--- src/rtl/bfs_pkg.sv ---
// ---------------------------------------------------------------------------
// bfs_pkg
// Shared constants for the battery fault supervisor: register indexes,
// message source codes, limit reset values and result field positions.
// ---------------------------------------------------------------------------
`timescale 1ns / 1ps
`default_nettype none

package bfs_pkg;

  // number of timed message sources and width of a limit register
  localparam int NUM_SRC   = 6;
  localparam int LIMIT_W   = 16;
  localparam int SRC_W     = 3;
  localparam int CFG_IDX_W = 3;
  localparam int CFG_DATA_W = 16;

  // width of the cell fault word and of the input tuser
  localparam int CELL_W    = 16;
  localparam int IN_USER_W = 1 + SRC_W;

  // result item: 11 flags, padded to two bytes
  localparam int RES_W      = 11;
  localparam int OUT_DATA_W = 16;

  typedef logic [LIMIT_W-1:0] limit_t;
  typedef logic [SRC_W-1:0]   src_t;
  typedef logic [CFG_IDX_W-1:0] cfg_idx_t;

  // item kinds
  localparam logic KIND_TICK    = 1'b0;
  localparam logic KIND_MESSAGE = 1'b1;

  // message sources, also the config register indexes of their limits
  localparam src_t SRC_CHARGER  = 3'd0;
  localparam src_t SRC_CURRENT  = 3'd1;
  localparam src_t SRC_TCS      = 3'd2;
  localparam src_t SRC_DRIVE    = 3'd3;
  localparam src_t SRC_DRIVE_V  = 3'd4;
  localparam src_t SRC_REQUEST  = 3'd5;

  // limit values after reset, indexed by source
  localparam limit_t LIMIT_RESET [NUM_SRC] = '{
    16'd400, 16'd1000, 16'd1000, 16'd300, 16'd1000, 16'd1000
  };

  // set where the reported flag means online, i.e. not timed out
  localparam logic [NUM_SRC-1:0] SRC_INVERTED = 6'b001101;

  // bit positions of the result fields in m_tdata
  localparam int RES_INTERLOCK     = 0;
  localparam int RES_IMD_ERROR     = 1;
  localparam int RES_RESET_PRESSED = 2;
  localparam int RES_CLEAR         = 3;
  localparam int RES_TIMEOUT_LO    = 4;
  localparam int RES_ERROR_STATE   = 10;

endpackage

`default_nettype wire

--- src/rtl/battery_fault_supervisor.sv ---
// ---------------------------------------------------------------------------
// battery_fault_supervisor
// Pin debouncing, message timeout supervision and sticky error latch for a
// battery pack, one result item for every input item.
// ---------------------------------------------------------------------------
// Usage:
//   s_* carries input items. s_tuser[0] is the kind (0 tick, 1 message
//   stamp), s_tuser[3:1] the message source. A tick shifts the three pins
//   into their histories, recomputes the six timeout flags and updates the
//   error latch; a message stores now_ms as the arrival time of its source.
//   m_* carries one result item per input item with all eleven flags.
//   cfg_* writes the six 16-bit timeout limits, register i at index i;
//   indexes above five are dropped. cfg_ready is always high.
// Throughput and datapath:
//   the result of an item is registered in the output register when the item
//   is accepted. One item is taken every cycle while the receiver does not
//   stall; the whole update is one pass of subtract-compare and shift logic
//   between the input handshake and the output register.
// Reset and stalls:
//   rst clears histories, stamps and flags and loads the limit reset values.
//   When the receiver stalls, the output register holds its item and
//   s_tready stays low until that item is taken.
// ---------------------------------------------------------------------------
`timescale 1ns / 1ps
`default_nettype none

module battery_fault_supervisor #(
  parameter int DEBOUNCE_LEN = 5,
  parameter int TIME_WIDTH   = 32
) (
  input  wire logic clk,
  input  wire logic rst,
  // input items
  input  wire logic s_tvalid,
  output logic      s_tready,
  // tdata low to high: now_ms, interlock_pin, imd_pin, reset_pin,
  // cell_fault_word, zero fill
  input  wire logic [((TIME_WIDTH+3+bfs_pkg::CELL_W+7)/8)*8-1:0] s_tdata,
  // tuser low to high: kind, source
  input  wire logic [bfs_pkg::IN_USER_W-1:0] s_tuser,
  // result items
  output logic      m_tvalid,
  input  wire logic m_tready,
  // tdata low to high: interlock_closed, imd_error, reset_pressed,
  // clear_tables, charger_alive, current_outdated, tcs_alive,
  // drive_alive, drive_voltage_outdated, send_voltage_request,
  // error_state, zero fill
  output logic [bfs_pkg::OUT_DATA_W-1:0] m_tdata,
  // configuration writes
  input  wire logic cfg_valid,
  output logic      cfg_ready,
  input  wire logic [bfs_pkg::CFG_IDX_W-1:0]  cfg_index,
  input  wire logic [bfs_pkg::CFG_DATA_W-1:0] cfg_data
);

  import bfs_pkg::*;

  localparam int PIN_LO = TIME_WIDTH;
  localparam int CELL_LO = TIME_WIDTH + 3;

  typedef logic [TIME_WIDTH-1:0]   time_t;
  typedef logic [DEBOUNCE_LEN-1:0] hist_t;

  // state
  limit_t limits [NUM_SRC];
  time_t  stamps [NUM_SRC];
  hist_t  interlock_history;
  hist_t  imd_history;
  hist_t  reset_history;
  logic   interlock_closed;
  logic   imd_error;
  logic   reset_pressed;
  logic   error_state;
  logic [NUM_SRC-1:0] timeout_flags;

  // next values
  hist_t  interlock_history_next;
  hist_t  imd_history_next;
  hist_t  reset_history_next;
  logic   interlock_closed_next;
  logic   imd_error_next;
  logic   reset_pressed_next;
  logic   error_state_next;
  logic   clear_next;
  logic [NUM_SRC-1:0] timeout_flags_next;
  logic [RES_W-1:0]   result_next;

  // input fields
  logic        in_kind;
  src_t        in_source;
  time_t       in_now;
  logic        in_interlock;
  logic        in_imd;
  logic        in_reset;
  logic [CELL_W-1:0] in_cell;

  logic accept;
  logic fault;
  logic c_on;
  logic t_on;
  logic d_on;

  assign in_kind      = s_tuser[0];
  assign in_source    = s_tuser[SRC_W:1];
  assign in_now       = s_tdata[TIME_WIDTH-1:0];
  assign in_interlock = s_tdata[PIN_LO];
  assign in_imd       = s_tdata[PIN_LO+1];
  assign in_reset     = s_tdata[PIN_LO+2];
  assign in_cell      = s_tdata[CELL_LO+CELL_W-1:CELL_LO];

  // output register frees up when empty or being taken
  assign s_tready  = !m_tvalid || m_tready;
  assign accept    = s_tvalid && s_tready;
  assign cfg_ready = 1'b1;

  // debounce, timeout compare and error latch for a tick
  always_comb begin
    interlock_history_next = {interlock_history[DEBOUNCE_LEN-2:0], in_interlock};
    imd_history_next       = {imd_history[DEBOUNCE_LEN-2:0], in_imd};
    reset_history_next     = {reset_history[DEBOUNCE_LEN-2:0], in_reset};

    interlock_closed_next = interlock_closed;
    if (&interlock_history_next) interlock_closed_next = 1'b1;
    else if (~|interlock_history_next) interlock_closed_next = 1'b0;

    // imd pin low means fault
    imd_error_next = imd_error;
    if (&imd_history_next) imd_error_next = 1'b0;
    else if (~|imd_history_next) imd_error_next = 1'b1;

    // reset pin low means pressed
    reset_pressed_next = reset_pressed;
    if (&reset_history_next) reset_pressed_next = 1'b0;
    else if (~|reset_history_next) reset_pressed_next = 1'b1;

    clear_next = ~|reset_history_next;

    // elapsed time per source, wrapping
    for (int i = 0; i < NUM_SRC; i++) begin
      timeout_flags_next[i] = ((in_now - stamps[i]) > TIME_WIDTH'(limits[i]))
                              ^ SRC_INVERTED[i];
    end

    c_on = timeout_flags_next[SRC_CHARGER];
    t_on = timeout_flags_next[SRC_TCS];
    d_on = timeout_flags_next[SRC_DRIVE];
    fault = (|in_cell) || imd_error_next || (d_on && c_on) || (!d_on && !c_on)
            || !t_on;

    error_state_next = error_state;
    if (fault) error_state_next = 1'b1;
    else if (reset_pressed_next) error_state_next = 1'b0;
  end

  // result item: fresh flags on a tick, stored flags on a message
  always_comb begin
    if (in_kind == KIND_TICK) begin
      result_next = {error_state_next, timeout_flags_next, clear_next,
                     reset_pressed_next, imd_error_next, interlock_closed_next};
    end else begin
      result_next = {error_state, timeout_flags, 1'b0,
                     reset_pressed, imd_error, interlock_closed};
    end
  end

  // limit registers
  always_ff @(posedge clk) begin
    if (rst) begin
      for (int i = 0; i < NUM_SRC; i++) limits[i] <= LIMIT_RESET[i];
    end else if (cfg_valid && cfg_ready) begin
      for (int i = 0; i < NUM_SRC; i++) begin
        if (cfg_index == CFG_IDX_W'(i)) limits[i] <= cfg_data;
      end
    end
  end

  // supervisor state
  always_ff @(posedge clk) begin
    if (rst) begin
      for (int i = 0; i < NUM_SRC; i++) stamps[i] <= '0;
      interlock_history <= '0;
      imd_history       <= '0;
      reset_history     <= '0;
      interlock_closed  <= 1'b0;
      imd_error         <= 1'b0;
      reset_pressed     <= 1'b0;
      error_state       <= 1'b0;
      timeout_flags     <= '0;
    end else if (accept) begin
      if (in_kind == KIND_MESSAGE) begin
        // sources six and seven store nothing
        for (int i = 0; i < NUM_SRC; i++) begin
          if (in_source == SRC_W'(i)) stamps[i] <= in_now;
        end
      end else begin
        interlock_history <= interlock_history_next;
        imd_history       <= imd_history_next;
        reset_history     <= reset_history_next;
        interlock_closed  <= interlock_closed_next;
        imd_error         <= imd_error_next;
        reset_pressed     <= reset_pressed_next;
        error_state       <= error_state_next;
        timeout_flags     <= timeout_flags_next;
      end
    end
  end

  // output register
  always_ff @(posedge clk) begin
    if (rst) begin
      m_tvalid <= 1'b0;
    end else if (s_tready) begin
      m_tvalid <= s_tvalid;
    end
  end

  always_ff @(posedge clk) begin
    if (accept) begin
      m_tdata <= OUT_DATA_W'(result_next);
    end
  end

endmodule

`default_nettype wire

--- config.mk ---
export PLATFORM = sky130hd
export DESIGN_NAME = battery_fault_supervisor
export DESIGN_NICKNAME = d
export VERILOG_FILES = /design/src/rtl/bfs_pkg.sv /design/src/rtl/battery_fault_supervisor.sv
export SDC_FILE = /design/constraint.sdc
export NUM_CORES = 1
export LEC_CHECK = 0
export ABC_AREA = 1
export BUFFER_PORTS_ARGS = -buffer_cell sky130_fd_sc_hd__buf_2
export CAP_MARGIN = 15
export CORE_UTILIZATION = 40
export DETAILED_ROUTE_END_ITERATION = 7
export GPL_TIMING_DRIVEN = 0
export PLACE_DENSITY = 0.65
export RECOVER_POWER = 50
export SLEW_MARGIN = 20
export SYNTH_ARGS = -nofsm -noshare
export SYNTH_HDL_FRONTEND = slang
export SYNTH_SLANG_ARGS = --single-unit
--- constraint.sdc ---
create_clock -name clk -period 4.95 [get_ports clk]
set_clock_uncertainty 0.1 [all_clocks]
set_input_delay 0.99 -clock clk [delete_from_list [all_inputs] [get_ports clk]]
set_output_delay 0.99 -clock clk [all_outputs]
set_load 0.01 [all_outputs]
==> results of run 1 <==
==> area by class of cell <==
type | count | area [um2]
inverter | 798 | 3000
antenna | 1 | 2.50
clock inverter | 13 | 169
fill | 7206 | 37900
clock buffer | 54 | 1050
buffer | 37 | 165
sequential | 322 | 9440
multi-input combinational | 2846 | 15300
timing repair inverter | 1 | 5.00
timing repair buffer | 95 | 488
tap | 931 | 1160
==> worst reg2reg max path, cell delays in order (launching register included) <==
cell,delay [ns]
edfxtp_1,0.37
inv_1,0.07
ha_1,0.28
a21oi_1,0.22
nor2_1,0.06
nor2_1,0.30
nand3_2,0.22
nand2_1,0.10
nand2_1,0.11
xor2_1,0.29
ha_1,0.29
nand2_1,0.12
inv_1,0.05
a221oi_1,0.24
nand3_1,0.25
nand2_1,0.12
nand2_1,0.09
nor2_1,0.11
nand2_1,0.06
nor2_1,0.10
nand2_1,0.07
nor2_2,0.16
nand3_1,0.10
nand2_1,0.06
nand2_1,0.06
==> layout by cell type, fill, tap and decap left out, drive strengths merged, types with 63 or more instances in the layout <==
cell type  count
inv          792
xor2          92
a21oi        248
clkbuf       101
nor2         603
edfxtp       299
nand3        176
nand4         63
o21ai        121
ha           282
buf           85
nand2       1056
==> timing repair <==
| action | CTS | global route |
|---|---|---|
| endpoints found under the hold margin | 0 | 0 |
| setup endpoints to repair | 3 | 5 |
| gates resized for setup | 3 | 9 |
| gates cloned | 0 | 1 |
| pin swaps | 0 | 1 |
| buffers inserted | 2 | 2 |
==> cell families (layout without fill, tap and decap cells) <==
family | after synthesis | after routing | share of synthesized area
compound gates | 429 | 429 | 0.0833
xor+xnor | 114 | 114 | 0.0359
fa+ha+maj | 288 | 288 | 0.131
buf+inv | 835 | 998 | 0.114
flops | 322 | 322 | 0.339
other cells | 2 | 7 | 0.000270
simple gates | 2009 | 2009 | 0.297
==> where the power goes <==
part	leakage (nW)	internal [mW]	total [mW]	switching [mW]
Clock	0.591	1.64	2.82	1.17
Combinational	11.4	0.749	2.31	1.56
Sequential	3.30	3.10	3.14	0.0397
==> worst paths after layout <==
check | end | slack, ns | depth (start not counted)
hold reg to reg | reset_history[2] | 0.38 | 2
hold / removal | reset_history[2] | 0.38 | 2
setup reg to reg | m_tdata[10] | 0.66 | 24
setup / recovery | m_tdata[9] | 0.15 | 21
==> per-layer routing <==
metal | wire, um | global-route usage | share of wire
met1 | 37800 | 0.310 | 0.44
met3 | 4160 | 0.0231 | 0.048
met2 | 40900 | 0.424 | 0.47
met5 | 0 | 0 | 0
met4 | 3760 | 0.105 | 0.043
==> state kept, by name (all words and copies together), names as in the netlist <==
name / count
imd_error: 1
reset_history: 4
m_tdata: 11
m_tvalid: 1
imd_history: 4
error_state: 1
timeout_flags: 6
reset_pressed: 1
limits: 96
interlock_history: 4
stamps: 192
interlock_closed: 1
==> flow_summary.ini, run 1 <==
[clocking]
insertion_delay_ns = 0.58
cts_root_buf = clkbuf_16
h-tree-depth = 2
clock_path_buffers = 3
cts_tree = built
cts_buffers = 38
cts_hold_buffers = 0
clkSlewWorstSetupHoldPaths_ns = 0.06
cts_num_sinks = 322

[placement]
dpl_cell_area_um2 = 29500
io_buffers = 89
dp_cells = 5025
gp_congestion = 0.998
dp_hpwl_um = 72800
place_ws_ns = -0.654

[sta]
finalCritPeriodShare = 0.970
min_period_ns = 4.80
clock.fmax_mhz = 208
finalSetupTns_ns = 0
final-hold-violation-count = 0
drv_slew = 78
timing.final.ws_setup_ns = 0.148
worst_hold_slack_ns = 0.381
tightest_slew_ns = 2.43
setup-violations-final = 0
relSlewSlack = -0.620

[global_routing]
overflow = 0
grt_pass1_vias = 24500
antenna_found_initial = 1
grt.total_usage = 0.245
grt_pass1_wl_um = 131000
grt_max_degree = 33

[power]
peakVddDrop_uv = 244
p_leak_nw = 15.3
report.power.total_mw = 8.27
powerDensity_nw_per_um2 = 269

[drt]
via_per_inst = 5.01
drc = 0
dr.pass1.iters = 6
drt_iter0_drc = 1873
wl_per_cell_um = 17.0
ant_nets = 0
wl_um = 86500
vias = 25600

[die]
core_um2 = 68700
die_w_um = 266
die_area_um2 = 70700
ioPinCount = 103
rows = 96
start_util = 0.405
dieHeight_um = 266

[logic_synthesis]
netlist_instances = 3999
syn_area_per_cell_um2 = 6.96
async_flop_share = 0
ys.flop_type = edfxtp_1
synth_top_area_share = 0.322
yosysSeqAreaShare = 0.339
yosysUniqueCellTypes = 52
ys_warn_count = 0
synth_edf_count = 299
synth_commonest_cells = 1048 x nand2_1, 792 x inv_1, 590 x nor2_1, 299 x edfxtp_1, 282 x ha_1
synth_seq_cells = 322
syn-cell-area_um2 = 27800
synth_largest_area_cell = edfxtp_1
ys_top_cells_by_area = edfxtp_1 32%, nand2_1 14%, ha_1 13%, inv_1 11%, nor2_1 8.0%
yosysMostFrequentCell = nand2_1

[final_layout]
nNetsFinal = 4511
stdcell_count = 5098
fin_area_um2 = 30800
final_util = 0.448
drive_gt1_frac = 0.0458
area_growth_pct = 10.6

[worst_setup_path]
end_kind = flip-flop
r2r-start = stamps[2][7]
required_ns = 5.14
path_cells = buf_2 -> clkinvlp_4 -> buf_4 -> ha_1 -> inv_1 -> fa_1 -> nand3_1 -> nand2_1 -> a21oi_1 -> o21ai_1 -> xor2_1 -> ha_1 -> nand2_1 -> nor3_1 -> nand4_1 -> nand2_1 -> nand4_1 -> nor2_1 -> nand4_1 -> nor2_2 -> a21oi_1
cp.arrival_ns = 4.99
crit_family = simple AND/OR/NAND/NOR gates
crit_type = input pin to flip-flop
max_stage_delay_ns = 0.40
worst_setup_path_start_kind = input pin
critPathMaxFanout = 5
startpoint = s_tdata[0]
worst-path-buf-inv = 4
slowest_stage = fa_1

[worst_hold_path]
hp-class = flip-flop to flip-flop
worstHoldStart = reset_history[1]

[run]
drv_cap = 3

[status]
violations = capacitance limit, slew limit
status = finished with violations
Note: power is estimated with default switching activity, not from simulation.
==> run 2: changes to the inputs <==
PLACE_DENSITY = 0.67   (was 0.65)
clock period = 4.3 ns   (was 4.95 ns; I/O delays follow)
==> run 2 against run 1 <==
  * The run now ends clean
  * Power up 18%
  * First-iteration DRC count up 6.9%
  * Combinational power up 24%
  * Clock power up 17%
  * Utilization is 1.7 points higher
  * Non-clock buffer count rose by 19
  * Setup slack worse by 0.032 ns
  * Cell area is 3.8% higher
  * Die area unchanged
==> flow_summary.ini, run 2 (synthesized netlist as in run 1, its figures left out) <==
[clocking]
insertion_delay_ns = 0.56
cts_buffers = 38
cts_root_buf = clkbuf_16
clock_path_buffers = 3
cts_num_sinks = 322
h-tree-depth = 2
cts_tree = built
clkSlewWorstSetupHoldPaths_ns = 0.06

[die]
start_util = 0.405
ioPinCount = 103
rows = 96
die_area_um2 = 70700
dieHeight_um = 266
die_w_um = 266
core_um2 = 68700

[sta]
finalSetupTns_ns = 0
tightest_slew_ns = 1.13
rsz0062_at_grt = yes
drv_slew = 0
min_period_ns = 4.18
final-hold-violation-count = 0
worst_hold_slack_ns = 0.386
relSlewSlack = 0.247
setup-violations-final = 0
clock.fmax_mhz = 239
timing.final.ws_setup_ns = 0.115
finalCritPeriodShare = 0.973

[global_routing]
grt_pass1_vias = 24600
antenna_found_initial = 0
grt.busiest_layer = met2
overflow = 0
grt_pass1_wl_um = 133000
grt.total_usage = 0.246
grt_use_met3 = 0.0213
grt_util_met1 = 0.311
grt_max_degree = 33
met2_usage = 0.432

[worst_hold_path]
hp-class = flip-flop to flip-flop
worstHoldStart = reset_history[1]
whs_path_depth = 2

[drt]
wl_per_cell_um = 17.2
wl_um = 88200
ant_nets = 0
via_per_inst = 5.06
vias = 25900
drc = 0
dr.pass1.iters = 6
drt_iter0_drc = 2002

[power]
powerDensity_nw_per_um2 = 306
peakVddDrop_uv = 270
p_leak_nw = 15.5

[worst_setup_path]
startpoint = s_tdata[0]
required_ns = 4.49
max_stage_delay_ns = 0.40
r2r_cells = 18
slowest_stage = fa_1
crit_type = input pin to flip-flop
cp_common_cell = nand4_1
path_cells = buf_2 -> clkinvlp_4 -> buf_12 -> ha_1 -> inv_1 -> fa_1 -> nand3_1 -> nand2_2 -> nand2_1 -> nand3_2 -> nand4_1 -> nand2_2 -> xor2_1 -> ha_1 -> nand4_1 -> nor3_2 -> nand4_1 -> nand2_2 -> nand4_1 -> nor2_1 -> nand4_1 -> nor2_4 -> a21oi_1
critPathMaxFanout = 4
end_kind = flip-flop
cp.arrival_ns = 4.38
worst_setup_path_start_kind = input pin
r2r-start = stamps[5][9]

[final_layout]
final_cell_mix = 1008 x nand2_1, 787 x inv_1, 573 x nor2_1, 299 x edfxtp_1, 247 x ha_1
largest_register_ffs = 192
nNetsFinal = 4529
top_register = stamps
fin_area_um2 = 32000
final_common_cell = nand2_1
antenna-diode-count = 0
drive_gt1_frac = 0.0922
reg.largest.list = stamps (192), limits (96), m_tdata (11)
n_fill_cell = 7124
final_util = 0.465
area_growth_pct = 14.8

[placement]
dpl_cell_area_um2 = 29500
place_ws_ns = -1.15
io_buffers = 89
gp_congestion = 1.01
dp_hpwl_um = 72700

[status]
status = complete, no violations

[run]
drv_cap = 0
==> run 2: changes by cell type in the layout (fill, tap and decap cells not counted), moves of 13 or more <==
| cell | delta |
|---|---|
| nand3_1 | -13 |
| xor2_2 | +15 |
| nor2_1 | -14 |
| clkbuf_1 | -25 |
| ha_1 | -35 |
| xor2_1 | -18 |
| buf_4 | +16 |
| nand2_1 | -38 |
| ha_4 | +24 |
| nand2_2 | +36 |
==> run 2: path summary, 6_finish.rpt <==
kind                       to  slack, ns
max                m_tdata[9]       0.12
min          reset_history[2]       0.39
max reg2reg        m_tdata[9]       0.29
min reg2reg  reset_history[2]       0.39
==> run 2: critical path, delay by kind of cell <==
| family | cells | cell delay, ns |
|---|---|---|
| buf+inv | 4 | 0.48 |
| simple gates | 14 | 1.91 |
| compound gates | 1 | 0.09 |
| fa+ha+maj | 3 | 0.85 |
| xor+xnor | 1 | 0.18 |
==> run 2: power by group <==
| part | total (mW) | switching (mW) | internal, mW |
|---|---|---|---|
| clock | 3.30 | 1.43 | 1.87 |
| sequential | 3.61 | 0.0475 | 3.57 |
| combinational | 2.86 | 1.89 | 0.970 |
==> run 2: repair_timing <==
item,CTS,global route
setup endpoints to repair,14,12
hold buffers,0,0
gates resized for setup,33,163
pin swaps,3,51
setup buffers,7,16
==> run 2: stage by stage <==
step | power [mW] | cells
2_1_floorplan | 5.50 | 4003
3_3_place_gp | 6.26 | 5023
3_5_place_dp | 6.30 | 5025
4_1_cts | 9.62 | 5102
5_1_grt | 10.3 | 5118
6_report | 9.78 | 5118
==> run 2: layer usage <==
layer / share of wire / vias up
met2: 0.48 / 671
met4: 0.043 / 0
met3: 0.050 / 165
met1: 0.43 / 12000
met5: 0 / -
li1: - / 13000
==> run 2: layout make-up <==
| cell class | instances | area [um2] | area share |
|---|---|---|---|
| plain buffers | 37 | 165 | 0.00517 |
| repair buffers | 114 | 721 | 0.0226 |
| well taps | 931 | 1160 | 0.0365 |
| flip-flops and latches | 322 | 9440 | 0.295 |
| inverters | 798 | 3010 | 0.0940 |
| clock inverters | 27 | 264 | 0.00826 |
| clock buffers | 43 | 991 | 0.0310 |
| multi-input cells | 2846 | 16200 | 0.507 |
==> run 3: changes to the inputs <==
==> constraint.sdc (replaced) <==
create_clock -name clk -period 4.3 [get_ports clk]
set_clock_uncertainty 0.1 [all_clocks]
set_input_delay 0.43 -clock clk [delete_from_list [all_inputs] [get_ports clk]]
set_output_delay 0.43 -clock clk [all_outputs]
set_load 0.01 [all_outputs]
==> run 3 against run 2 <==
  * Register-to-register slack worse by 0.07 ns
  * Highest routed layer unchanged
  * First-iteration DRC count grew 3.7%
  * Combinational power is 6% lower
  * Sequential power about the same
  * The flow now finishes with violations (capacitance limit, slew limit)
  * Clock power about the same
  * Largest power group unchanged
  * Largest cell class unchanged
==> flow_summary.ini, run 3 (synthesized netlist as in run 1, its figures left out) <==
[worst_hold_path]
hold_end = imd_history[0]
worstHoldStart = s_tdata[33]
hp-class = input pin to flip-flop
whs_path_depth = 3

[power]
report.power.total_mw = 9.61
powerDensity_nw_per_um2 = 310
p_leak_nw = 15.3
peakVddDrop_uv = 276

[die]
die_w_um = 266
core_um2 = 68700
dieHeight_um = 266
rows = 96
ioPinCount = 103
start_util = 0.405
die_area_um2 = 70700

[drt]
top_layer = met4
drc = 0
ant_nets = 0
met3WireLength_um = 4090
wl_um = 87100
drt-met1-wl_um = 37700
wl_met2_um = 41600
via_per_inst = 5.02
vias = 25600
wl_per_cell_um = 17.1
dr.pass1.iters = 8
drt_iter0_drc = 2077

[clocking]
insertion_delay_ns = 0.56
clock_path_buffers = 3
cts_num_sinks = 322
cts_tree = built
cts_buffers = 38
clkSlewWorstSetupHoldPaths_ns = 0.06
cts_root_buf = clkbuf_16
h-tree-depth = 2

[global_routing]
grt_max_degree = 33
grt.total_usage = 0.246
grt_pass1_wl_um = 132000
antenna_found_initial = 0
grt_pass1_vias = 24600
overflow = 0

[final_layout]
drive_gt1_frac = 0.0568
area_growth_pct = 11.4
final_common_cell = nand2_1
multi_input_area_um2 = 15400
nNetsFinal = 4513
antenna-diode-count = 0
stdcell_count = 5102
top_register = stamps
fin_area_um2 = 31000
reg.largest.list = stamps (192), limits (96), m_tdata (11)
largest_register_ffs = 192
seqCellArea_um2 = 9440
n_fill_cell = 7234
final_cell_mix = 1038 x nand2_1, 790 x inv_1, 582 x nor2_1, 299 x edfxtp_1, 281 x ha_1

[sta]
timing.final.ws_setup_ns = 0.224
finalCritPeriodShare = 0.948
rsz0062_at_grt = yes
clock.fmax_mhz = 245
setup-violations-final = 0
final-hold-violation-count = 0
relSlewSlack = -0.535
tightest_slew_ns = 2.30
min_period_ns = 4.08
drv_slew = 66

[status]
status = finished with violations
violations = capacitance limit, slew limit

[worst_setup_path]
critPathMaxFanout = 4
path_cells = inv_1 -> ha_1 -> nand2_1 -> nor2_2 -> and2_1 -> nand2_2 -> nand3b_4 -> nand2_1 -> nand2_1 -> xor2_2 -> ha_1 -> nand2_1 -> nor4_2 -> nand3_2 -> nand2_1 -> nand2_1 -> nor2_1 -> nand2_1 -> nor2_1 -> nand2_1 -> nor2_2 -> nand3_1 -> nand2_1 -> nand2_1
max_stage_delay_ns = 0.39
rrSetupSlack_ns = 0.22
worst_setup_path_start_kind = flip-flop
cp.arrival_ns = 4.28
end_kind = flip-flop
required_ns = 4.51
crit_type = flip-flop to flip-flop
regToRegEndpoint = m_tdata[10]
r2r-start = stamps[2][9]
cp_common_cell = nand2_1
slowest_stage = nor4_2
r2r_cells = 24

[placement]
dp_hpwl_um = 72700
dpl_cell_area_um2 = 29500
dp_cells = 5025
io_buffers = 89
place_ws_ns = -0.725
gp_congestion = 1.01

[run]
drv_cap = 3
-- run 3: layout make-up --
class                   count  area share
flip-flops and latches    322       0.304
repair buffers             98      0.0177
plain buffers              37     0.00532
clock inverters            27     0.00851
inverters                 798      0.0968
well taps                 931      0.0375
clock buffers              43      0.0319
multi-input cells        2846       0.498
-- run 3: worst max path at each step --
stage | from | to | depth (start not counted)
2_1_floorplan | s_tuser[0] | stamps[0][0] | 5
3_3_place_gp | s_tuser[0] | stamps[0][0] | 5
3_5_place_dp | s_tdata[0] | m_tdata[9] | 21
4_1_cts | stamps[3][0] | m_tdata[10] | 24
5_1_grt | stamps[2][4] | m_tdata[10] | 25
6_report | stamps[2][9] | m_tdata[10] | 24
-- run 3: critical path: cells and delay by family (launching register included) --
family                   cells  cell delay [ns]
AND/OR/NAND/NOR             20             2.48
flip-flops                   1             0.34
XOR/XNOR                     1             0.15
buffers and inverters        1             0.05
adder cells (fa/ha/maj)      2             0.69
-- run 3: through the flow --
step	utilization	TNS, ns	hold WS, ns
2_1_floorplan	-	0	0.347
3_3_place_gp	0.429	-82.44	0.365
3_5_place_dp	0.430	-6.32	0.374
4_1_cts	0.450	0	0.0163
5_1_grt	0.452	-0.0998	0.0525
6_report	0.452	0	0.0417
-- run 3: report_power, final --
| group | internal [mW] | switching, mW |
|---|---|---|
| Combinational | 0.881 | 1.81 |
| Clock | 1.87 | 1.43 |
| Sequential | 3.57 | 0.0474 |
-- run 3: timing repair --
| item | in CTS | in global routing |
|---|---|---|
| gates resized for setup | 6 | 37 |
| setup endpoints to repair | 4 | 8 |
| hold buffers | 0 | 0 |
| pin swaps | 0 | 2 |
| gates cloned | 0 | 0 |
| buffers inserted | 7 | 0 |
-- run 3: per-layer routing --
metal	up-vias	track usage
li1	13000	-
met1	11800	0.311
met2	614	0.431
met3	165	0.0212
met4	0	0.0982
met5	-	0
